--- src/rtl/mbvc_pkg.sv ---
`timescale 1ns / 1ps
// package for the meter bcd value codec
// holds status and op codes, format constants, the signed group helper and the digit pair helper

package mbvc_pkg;

    localparam int unsigned VALUE_W = 28;
    localparam int unsigned BCD_W   = 32;
    localparam int unsigned STAGES  = 6;

    typedef enum logic [1:0] {
        STATUS_OK        = 2'd0,
        STATUS_NO_FORMAT = 2'd1,
        STATUS_BAD_DIGIT = 2'd2
    } status_t;

    typedef enum logic {
        OP_ENCODE = 1'b0,
        OP_DECODE = 1'b1
    } op_t;

    localparam logic [27:0] UNSIGNED_MODULUS = 28'd100000000;
    localparam logic [27:0] SIGNED_MODULUS   = 28'd80000000;
    localparam int unsigned SIGN_BIT         = 31;

    localparam logic [7:0] GROUP_00 = 8'h00;
    localparam logic [7:0] GROUP_03 = 8'h03;
    localparam logic [7:0] GROUP_04 = 8'h04;
    localparam logic [7:0] GROUP_17 = 8'h17;
    localparam logic [7:0] GROUP_18 = 8'h18;
    localparam logic [7:0] GROUP_2B = 8'h2B;
    localparam logic [7:0] GROUP_2C = 8'h2C;
    localparam logic [7:0] GROUP_3F = 8'h3F;
    localparam logic [7:0] GROUP_40 = 8'h40;

    localparam logic [3:0]  DIGIT_MAX    = 4'd9;
    localparam logic [13:0] HUNDRED      = 14'd100;
    localparam logic [27:0] TEN_THOUSAND = 28'd10000;

    // floor(x / 10000) within one for x below 1e8
    localparam logic [15:0] RECIP_10K = 16'd53687;
    localparam int unsigned SHIFT_10K = 29;
    // exact floor(x / 100) for x below 43699
    localparam logic [12:0] RECIP_100 = 13'd5243;
    localparam int unsigned SHIFT_100 = 19;
    // exact floor(x / 10) for x below 179
    localparam logic [6:0]  RECIP_10  = 7'd103;
    localparam int unsigned SHIFT_10  = 10;

    function automatic logic group_is_signed(input logic [7:0] group);
        logic sgn;
        unique case (group)
            GROUP_00, GROUP_03, GROUP_04, GROUP_17, GROUP_18,
            GROUP_2B, GROUP_2C, GROUP_3F, GROUP_40: sgn = 1'b1;
            default:                                 sgn = 1'b0;
        endcase
        return sgn;
    endfunction

    // binary 0..99 to two packed bcd digits
    function automatic logic [7:0] pair_to_bcd(input logic [6:0] x);
        logic [13:0] prod;
        logic [3:0]  tens;
        logic [6:0]  ones;
        prod = 14'(x) * 14'(RECIP_10);
        tens = prod[SHIFT_10 +: 4];
        ones = x - 7'(7'(tens) * 7'd10);
        return {tens, ones[3:0]};
    endfunction

endpackage

--- src/rtl/meter_bcd_value_codec_unit.sv ---
`timescale 1ns / 1ps
// meter bcd value codec: hundredths value <-> 8 digit packed bcd
// throughput one item per cycle; the six-stage pipeline stalls as a whole
// when the output item is not taken
// reset clears the stage valid bits only; uses mbvc_pkg

module meter_bcd_value_codec_unit
    import mbvc_pkg::*;
(
    input  logic                      clk,
    input  logic                      rst_n,
    input  logic                      in_valid,
    output logic                      in_ready,
    input  logic                      op,
    input  logic [7:0]                ident_top,
    input  logic [7:0]                ident_group,
    input  logic signed [VALUE_W-1:0] value_in,
    input  logic [BCD_W-1:0]          bcd_in,
    output logic                      out_valid,
    input  logic                      out_ready,
    output logic [BCD_W-1:0]          bcd_out,
    output logic signed [VALUE_W-1:0] value_out,
    output logic [1:0]                status
);

    logic [STAGES-1:0] valid_reg;
    logic              advance;

    // per-stage shared control
    typedef struct packed {
        op_t     op;
        status_t status;
        logic    sign;
    } ctl_t;

    ctl_t ctl_next;
    ctl_t ctl_reg [STAGES];

    // stage 1
    logic [26:0]      s1_mag_next, s1_mag_reg;
    logic [3:0][6:0]  s1_pair_next, s1_pair_reg;
    // stage 2
    logic [13:0]      s2_q0_next, s2_q0_reg;
    logic [26:0]      s2_mag_reg;
    logic [1:0][13:0] s2_half_next, s2_half_reg;
    // stage 3
    logic [1:0][13:0] s3_quad_next, s3_quad_reg;
    logic [26:0]      s3_dmag_next, s3_dmag_reg;
    // stage 4
    logic [1:0][6:0]  s4_q_next, s4_q_reg;
    logic [1:0][13:0] s4_quad_reg;
    logic [27:0]      s4_value_next, s4_value_reg;
    // stage 5
    logic [3:0][6:0]  s5_pair_next, s5_pair_reg;
    logic [27:0]      s5_value_reg;
    // stage 6
    logic [BCD_W-1:0] s6_bcd_next, s6_bcd_reg;
    logic [27:0]      s6_value_next, s6_value_reg;

    assign advance  = ~valid_reg[STAGES-1] | out_ready;
    assign in_ready = advance;

    // stage 1: format, magnitude with modulo, digit check and digit pairs
    always_comb
    begin
        logic        sgn;
        logic        neg;
        logic [27:0] raw;
        logic [27:0] mag;
        logic [27:0] modulus;
        logic [27:0] wrapped;
        logic [31:0] digits;
        logic        bad;
        logic [7:0]  pair_sum;
        sgn     = group_is_signed(ident_group);
        raw     = value_in;
        neg     = raw[VALUE_W-1];
        mag     = neg ? (~raw + 28'd1) : raw;
        modulus = sgn ? SIGNED_MODULUS : UNSIGNED_MODULUS;
        wrapped = (mag >= modulus) ? (mag - modulus) : mag;
        s1_mag_next = wrapped[26:0];

        digits = bcd_in;
        if (sgn)
        begin
            digits[SIGN_BIT] = 1'b0;
        end
        bad = 1'b0;
        for (int i = 0; i < 8; i++)
        begin
            bad = bad | (digits[4*i +: 4] > DIGIT_MAX);
        end
        for (int b = 0; b < 4; b++)
        begin
            pair_sum = {1'b0, digits[8*b+4 +: 4], 3'b000}
                     + {3'b000, digits[8*b+4 +: 4], 1'b0}
                     + {4'b0000, digits[8*b +: 4]};
            s1_pair_next[b] = pair_sum[6:0];
        end

        ctl_next.op = op_t'(op);
        if (ident_top != 8'd0)
        begin
            ctl_next.status = STATUS_NO_FORMAT;
        end
        else if (op_t'(op) == OP_DECODE && bad)
        begin
            ctl_next.status = STATUS_BAD_DIGIT;
        end
        else
        begin
            ctl_next.status = STATUS_OK;
        end
        ctl_next.sign = (op_t'(op) == OP_DECODE) ? (sgn & bcd_in[SIGN_BIT]) : (sgn & neg);
    end

    // stage 2: quotient estimate by 10000, decode halves
    always_comb
    begin
        logic [42:0] prod;
        prod = 43'(s1_mag_reg) * 43'(RECIP_10K);
        s2_q0_next = prod[SHIFT_10K +: 14];
        for (int h = 0; h < 2; h++)
        begin
            s2_half_next[h] = 14'(s1_pair_reg[2*h+1]) * HUNDRED + 14'(s1_pair_reg[2*h]);
        end
    end

    // stage 3: remainder with correction, decode magnitude
    always_comb
    begin
        logic [27:0] prod;
        logic [27:0] rem;
        prod = 28'(s2_q0_reg) * TEN_THOUSAND;
        rem  = {1'b0, s2_mag_reg} - prod;
        if (rem >= TEN_THOUSAND)
        begin
            s3_quad_next[1] = s2_q0_reg + 14'd1;
            s3_quad_next[0] = 14'(rem - TEN_THOUSAND);
        end
        else
        begin
            s3_quad_next[1] = s2_q0_reg;
            s3_quad_next[0] = rem[13:0];
        end
        s3_dmag_next = 27'(27'(s2_half_reg[1]) * 27'(TEN_THOUSAND))
                     + 27'(s2_half_reg[0]);
    end

    // stage 4: quotients by 100, decode sign
    always_comb
    begin
        logic [26:0] prod;
        for (int h = 0; h < 2; h++)
        begin
            prod = 27'(s3_quad_reg[h]) * 27'(RECIP_100);
            s4_q_next[h] = prod[SHIFT_100 +: 7];
        end
        s4_value_next = ctl_reg[2].sign ? (~{1'b0, s3_dmag_reg} + 28'd1)
                                        : {1'b0, s3_dmag_reg};
    end

    // stage 5: remainders by 100, four binary digit pairs
    always_comb
    begin
        logic [13:0] rem;
        for (int h = 0; h < 2; h++)
        begin
            rem = s4_quad_reg[h] - 14'(s4_q_reg[h]) * HUNDRED;
            s5_pair_next[2*h]   = rem[6:0];
            s5_pair_next[2*h+1] = s4_q_reg[h];
        end
    end

    // stage 6: pairs to bcd, output select
    always_comb
    begin
        logic [BCD_W-1:0] bcd;
        for (int b = 0; b < 4; b++)
        begin
            bcd[8*b +: 8] = pair_to_bcd(s5_pair_reg[b]);
        end
        bcd[SIGN_BIT] = bcd[SIGN_BIT] | ctl_reg[4].sign;
        s6_bcd_next   = '0;
        s6_value_next = '0;
        if (ctl_reg[4].status == STATUS_OK)
        begin
            if (ctl_reg[4].op == OP_ENCODE)
            begin
                s6_bcd_next = bcd;
            end
            else
            begin
                s6_value_next = s5_value_reg;
            end
        end
    end

    always_ff @(posedge clk or negedge rst_n)
    begin
        if (!rst_n)
        begin
            valid_reg <= '0;
        end
        else if (advance)
        begin
            valid_reg <= {valid_reg[STAGES-2:0], in_valid};
        end
    end

    always_ff @(posedge clk)
    begin
        if (advance)
        begin
            ctl_reg[0] <= ctl_next;
            for (int s = 1; s < STAGES; s++)
            begin
                ctl_reg[s] <= ctl_reg[s-1];
            end
            s1_mag_reg   <= s1_mag_next;
            s1_pair_reg  <= s1_pair_next;
            s2_q0_reg    <= s2_q0_next;
            s2_mag_reg   <= s1_mag_reg;
            s2_half_reg  <= s2_half_next;
            s3_quad_reg  <= s3_quad_next;
            s3_dmag_reg  <= s3_dmag_next;
            s4_q_reg     <= s4_q_next;
            s4_quad_reg  <= s3_quad_reg;
            s4_value_reg <= s4_value_next;
            s5_pair_reg  <= s5_pair_next;
            s5_value_reg <= s4_value_reg;
            s6_bcd_reg   <= s6_bcd_next;
            s6_value_reg <= s6_value_next;
        end
    end

    assign out_valid = valid_reg[STAGES-1];
    assign bcd_out   = s6_bcd_reg;
    assign value_out = s6_value_reg;
    assign status    = ctl_reg[STAGES-1].status;

endmodule

--- config.mk ---
export PLATFORM = sky130hd
export DESIGN_NAME = meter_bcd_value_codec_unit
export DESIGN_NICKNAME = d
export VERILOG_FILES = /design/src/rtl/mbvc_pkg.sv /design/src/rtl/meter_bcd_value_codec_unit.sv
export SDC_FILE = /design/constraint.sdc
export NUM_CORES = 2
export LEC_CHECK = 0
export BUFFER_PORTS_ARGS = -buffer_cell sky130_fd_sc_hd__buf_2
export CAP_MARGIN = 20
export CORE_MARGIN = 8
export CORE_UTILIZATION = 61
export CTS_BUF_LIST = sky130_fd_sc_hd__clkbuf_2
export CTS_CLUSTER_DIAMETER = 100
export DETAILED_ROUTE_END_ITERATION = 10
export GPL_TIMING_DRIVEN = 0
export PLACE_DENSITY = 0.86
export SLEW_MARGIN = 10
export SYNTH_ARGS = -nofsm -noshare
export SYNTH_HDL_FRONTEND = slang
export SYNTH_SLANG_ARGS = --single-unit
--- constraint.sdc ---
create_clock -name clk -period 33.3 [get_ports clk]
set_input_delay 1.665 -clock clk [delete_from_list [all_inputs] [get_ports clk]]
set_output_delay 1.665 -clock clk [all_outputs]
set_load 0.02 [all_outputs]
## Yosys cells after proc, flatten, opt, wreduce, memory -nomap -nowiden

Memory sizes are Yosys's and may differ from the RTL's.
Cells that the tools add are included.

| cells by class | value |
|---|---|
| multiply operators | 17 |
| reduce and logical (&&, ||, !) cells | 7 |
| bitwise operators | 15 |
| $lt $le $gt $ge | 10 |
| multiplexer cells | 12 |
| eq/ne operators | 8 |
| add/subtract/negate cells | 23 |

Operators by type and width:

| operator | number |
|---|---|
| $add A28 B1 Y28 const B | 2 |
| $mul A7 B7 Y14 const B | 4 |
| $mux W28 | 2 |
| $mux W27 | 2 |
| $mul A14 B13 Y26 const B | 2 |
| $mul A27 B16 Y43 const B | 1 |
| $gt A4 B4 Y1 const B | 8 |
| $add A14 B7 Y14 | 2 |
| $add A7 B4 Y7 | 4 |
| $add A7 B5 Y7 | 4 |
| $ge A28 B14 Y1 const B | 1 |
| $ge A28 B27 Y1 | 1 |
| $not A27 Y28 | 1 |
| $not A28 Y28 | 1 |
| $sub A27 B28 Y28 | 1 |
| $add A27 B14 Y27 | 1 |
| $sub A27 B27 Y27 | 1 |
| $mux W25 | 1 |
| $eq A8 B6 Y1 const B | 3 |
| $mul A14 B10 Y24 const B | 1 |
| $mul A7 B5 Y12 const B | 2 |
| $mul A14 B10 Y23 const B | 1 |
| $eq A8 B5 Y1 const B | 2 |
| $mul A4 B3 Y3 const B | 4 |
| 20 further kinds | 40 |

| storage, ports and cells | value |
|---|---|
| word-level logic and storage cells | 119 |
| register bits after elaboration | 357 |
| bits of input ports | 81 |
| output and inout port bits | 64 |
| memories kept | 1 |
| bits in writable memories | 24 |

Memories:

| memory | words | bits a word | rd ports | clocked after memory_dff | write ports | RTL line | RTL |
|---|---|---|---|---|---|---|---|
| ctl_reg | 6 | 4 | 6 | 0 | 6 | meter_bcd_value_codec_unit.sv:37 | `ctl_t ctl_reg [STAGES];` |

## Longest topological paths before layout

| depth | value |
|---|---|
| depth in word-level cells | 11 |
| mapped depth | 31 |

## Worst setup path after synthesis

No wires, ideal clock.

| timing path | value |
|---|---|
| kind | input port to output port |
| from | in out_ready |
| to | out in_ready |
| stages on the path | 2 |
| path slack | 19.477 ns |
| arrival time | 12.158 ns |
| cell sequence | nand2b_1 > clkbuf_1 |

| on the way | value |
|---|---|
| longest elaborated chain between the ends | 1 |

RTL lines:

| element | RTL line | RTL |
|---|---|---|
| start: declaration | meter_bcd_value_codec_unit.sv:20 | `input logic out_ready,` |
| $or A1 B1 Y1 | meter_bcd_value_codec_unit.sv:60 | `assign advance = ~valid_reg[STAGES-1] \| out_ready;` |
| end: declaration | meter_bcd_value_codec_unit.sv:13 | `output logic in_ready,` |

Every way passes these cells.

==> summary.txt <==
STA
  • Final Cycle Share: 23.8%
  • Setup_tns: 0 ps
  • Final critical-path required period: 7930 ps
  • Count of final setup violators: 0
  • Final Hold Fails: 0
  • RSZ-0062 raised after global routing: false
  • Slew at the pin closest to its max-slew limit: 960 ps
  • Skew final: 111 ps
  • Max Slew Vio Count: 0
  • Fmax: 126 MHz
  • Worst relative slew slack: 35.2%

Worst setup path
  • CP peak stage delay: 600 ps
  • Worst Setup End Kind: register
  • Worst reg-to-reg setup slack: 25370 ps
  • CP required: 34180 ps
  • Reg2Reg Depth: 30
  • Worst EP arrival: 8810 ps
  • Worst r2r src: s2_q0_reg[4]
  • Max Fanout on Critical Path: 10
  • Startpoint types: register
  • CP dominant cell by count: inv_1
  • CP max-delay cell: edfxtp_1
  • Setup CP Type: register to register
  • R2r endpoint: s3_quad_reg[6]

GRT
  • GRT Total Usage: 21.7%
  • Pin count of the biggest net entering global routing: 67
  • Global route total overflow: 0
  • First-pass GRT wire length: 134000 um
  • Initial antenna violation count: 4
  • Vias in the first global route: 28700

Route
  • WL final: 78300 um
  • Initial DRT Pass Iterations: 5
  • Via Count: 26400
  • Post-DR wirelength/cell: 16.0 um
  • Initial DRC count: 1201
  • Drt via density: 5.39
  • ANT nets after route: 0
  • DR DRC count: 0

Layout
  • Final net count: 5221
  • Design Area, Final: 0.0439 mm^2
  • P&R area growth vs syn: 7.15%
  • Commonest non-fill, non-tap cells in the layout: inv_1 (871), ha_1 (778), fa_1 (419)
  • Share of post-route cells with drive strength above 1: 9.03%
  • Commonest non-fill, non-tap cell in the layout: inv_1
  • Largest register FFs: 32

Status
  • Status: finished, final reports clean

Clocking
  • Post-CTS Hold Fix Bufs: 0
  • Clock sinks: 379
  • Cts bufs inserted: 96
  • Root Buffer: clkbuf_2
  • CTS tree: yes
  • Clock transition at path regs: 100 ps
  • # Post-CTS Setup Buffers: 0
  • CTS H-tree lvls: 3
  • # resized after CTS: 0
  • Clock Latency Late Sink: 1200 ps
  • Clk buf depth: 3

Synth
  • Mapped Cells: 3698
  • Number of synthesized flops with an enable pin: 373
  • Yosys top cell by area: edfxtp_1
  • Mapped Area: 0.0409 mm^2
  • Sequential area share after synthesis: 27.7%
  • Syn_area_per_cell: 11.1 um^2
  • Netlist cell types: 86
  • Yosys warns: 0
  • Yosys top cell area share: 27.4%
  • Top post-synthesis cells by area: edfxtp_1 (27%), ha_1 (24%), fa_1 (20%)
  • Ys async rst share: 1.58%
  • Synthesized flop and latch total: 379
  • Top FF cell, synth: edfxtp_1
  • Net Count, Synth: 4976

Floorplan
  • FP Rows: 95
  • Initial core utilization: 61.3%
  • I/O pin cnt: 145
  • Die Ht: 275 um
  • Die ar.: 0.0757 mm^2
  • Chip Width: 275 um
  • Core Area: 0.0668 mm^2

Place
  • Port buffer count: 140
  • GP Congestion: 0.915
  • Placed inst area: 0.0429 mm^2
  • DPL Wire Length: 65900 um

Worst hold path
  • HP Class: input pin to async pin

Run
  • Max-cap violations: 0
## per-stage QoR
stage | cells | hold slack, ps | worst slack [ps] | util (%)
2_1_floorplan | 3698 | 400 | 19480 | -
5_1_grt | 4901 | 208 | 24890 | 65.7
3_3_place_gp | 4711 | 400 | 14670 | 64.0
4_1_cts | 4894 | 217 | 25460 | 65.6
6_report | 4901 | 368 | 25370 | 65.7
3_5_place_dp | 4717 | 405 | 25550 | 64.2
## cells in the mapped netlist (5+ instances only)
cell type    n
inv_1      871
ha_1       778
fa_1       419
edfxtp_1   373
xnor2_1    194
a21oi_1    131
nor2_1     120
nand2_1    101
xor2_1      90
o21ai_0     81
a21o_1      65
and2_1      46
nor3_1      37
nand3_1     29
a211oi_1    25
o21bai_1    21
or3_1       19
clkbuf_1    18
nand2b_1    18
nor2b_1     16
nand4_1     15
o31ai_1     15
nor4_1      13
a31oi_1     11
and3_1      11
o21a_1      11
or2_2        9
mux2_2       8
or4_1        8
a31o_2       7
buf_2        7
mux2i_1      7
o211ai_1     7
o41ai_1      7
a21boi_0     6
dfrtp_1      6
nand3b_1     6
nor3b_1      6
o31a_1       6
and4_1       5
o2111ai_1    5
## layout make-up
type / count / area [um^2]
Antenna cell: 6 / 15.0
Buffer: 28 / 129
Clock buffer: 142 / 711
Clock inverter: 35 / 235
Fill cell: 4814 / 22900
Inverter: 872 / 3270
Multi-Input combinational cell: 2419 / 26200
Sequential cell: 379 / 11400
Tap cell: 873 / 1090
Timing Repair Buffer: 147 / 871
## how the worst max path moves through the flow
stage | end | from
global placement | in_ready | out_ready
floorplan | in_ready | out_ready
CTS | s3_quad_reg[6] | s2_q0_reg[4]
global route | s3_quad_reg[6] | s2_q0_reg[4]
detailed placement | s3_quad_reg[16] | s2_q0_reg[4]
finish | s3_quad_reg[6] | s2_q0_reg[4]
## worst max-delay path, delay by kind of cell (launching register included)
family | cells | cell delay, ps
AO/OA/AOI/OAI | 10 | 2130
XOR/XNOR | 2 | 370
adder cells (fa/ha/maj) | 7 | 2750
buffers and inverters | 8 | 940
flip-flops | 1 | 600
AND/OR/NAND/NOR | 3 | 910
## cells by family after synthesis
kind of cell	count (synthesis)	synth area share (%)
XOR/XNOR	284	6.08
AND/OR/NAND/NOR	475	6.02
AO/OA/AOI/OAI	446	7.14
multiplexers	17	0.465
flip-flops	379	27.7
adder cells (fa/ha/maj)	1197	44.3
buffers and inverters	900	8.30
## metal layers
metal / wire length (um) / track usage [%] / vias up
met2: 40400 / 39.6 / 586
met1: 32200 / 25.6 / 12800
met3: 3350 / 3.68 / 182
li1: - / - / 12800
met5: 0 / 0 / -
met4: 2380 / 7.59 / 0
Power is not shown: default switching activity piles up to over one toggle a cycle in this logic, so the estimate is an artifact.
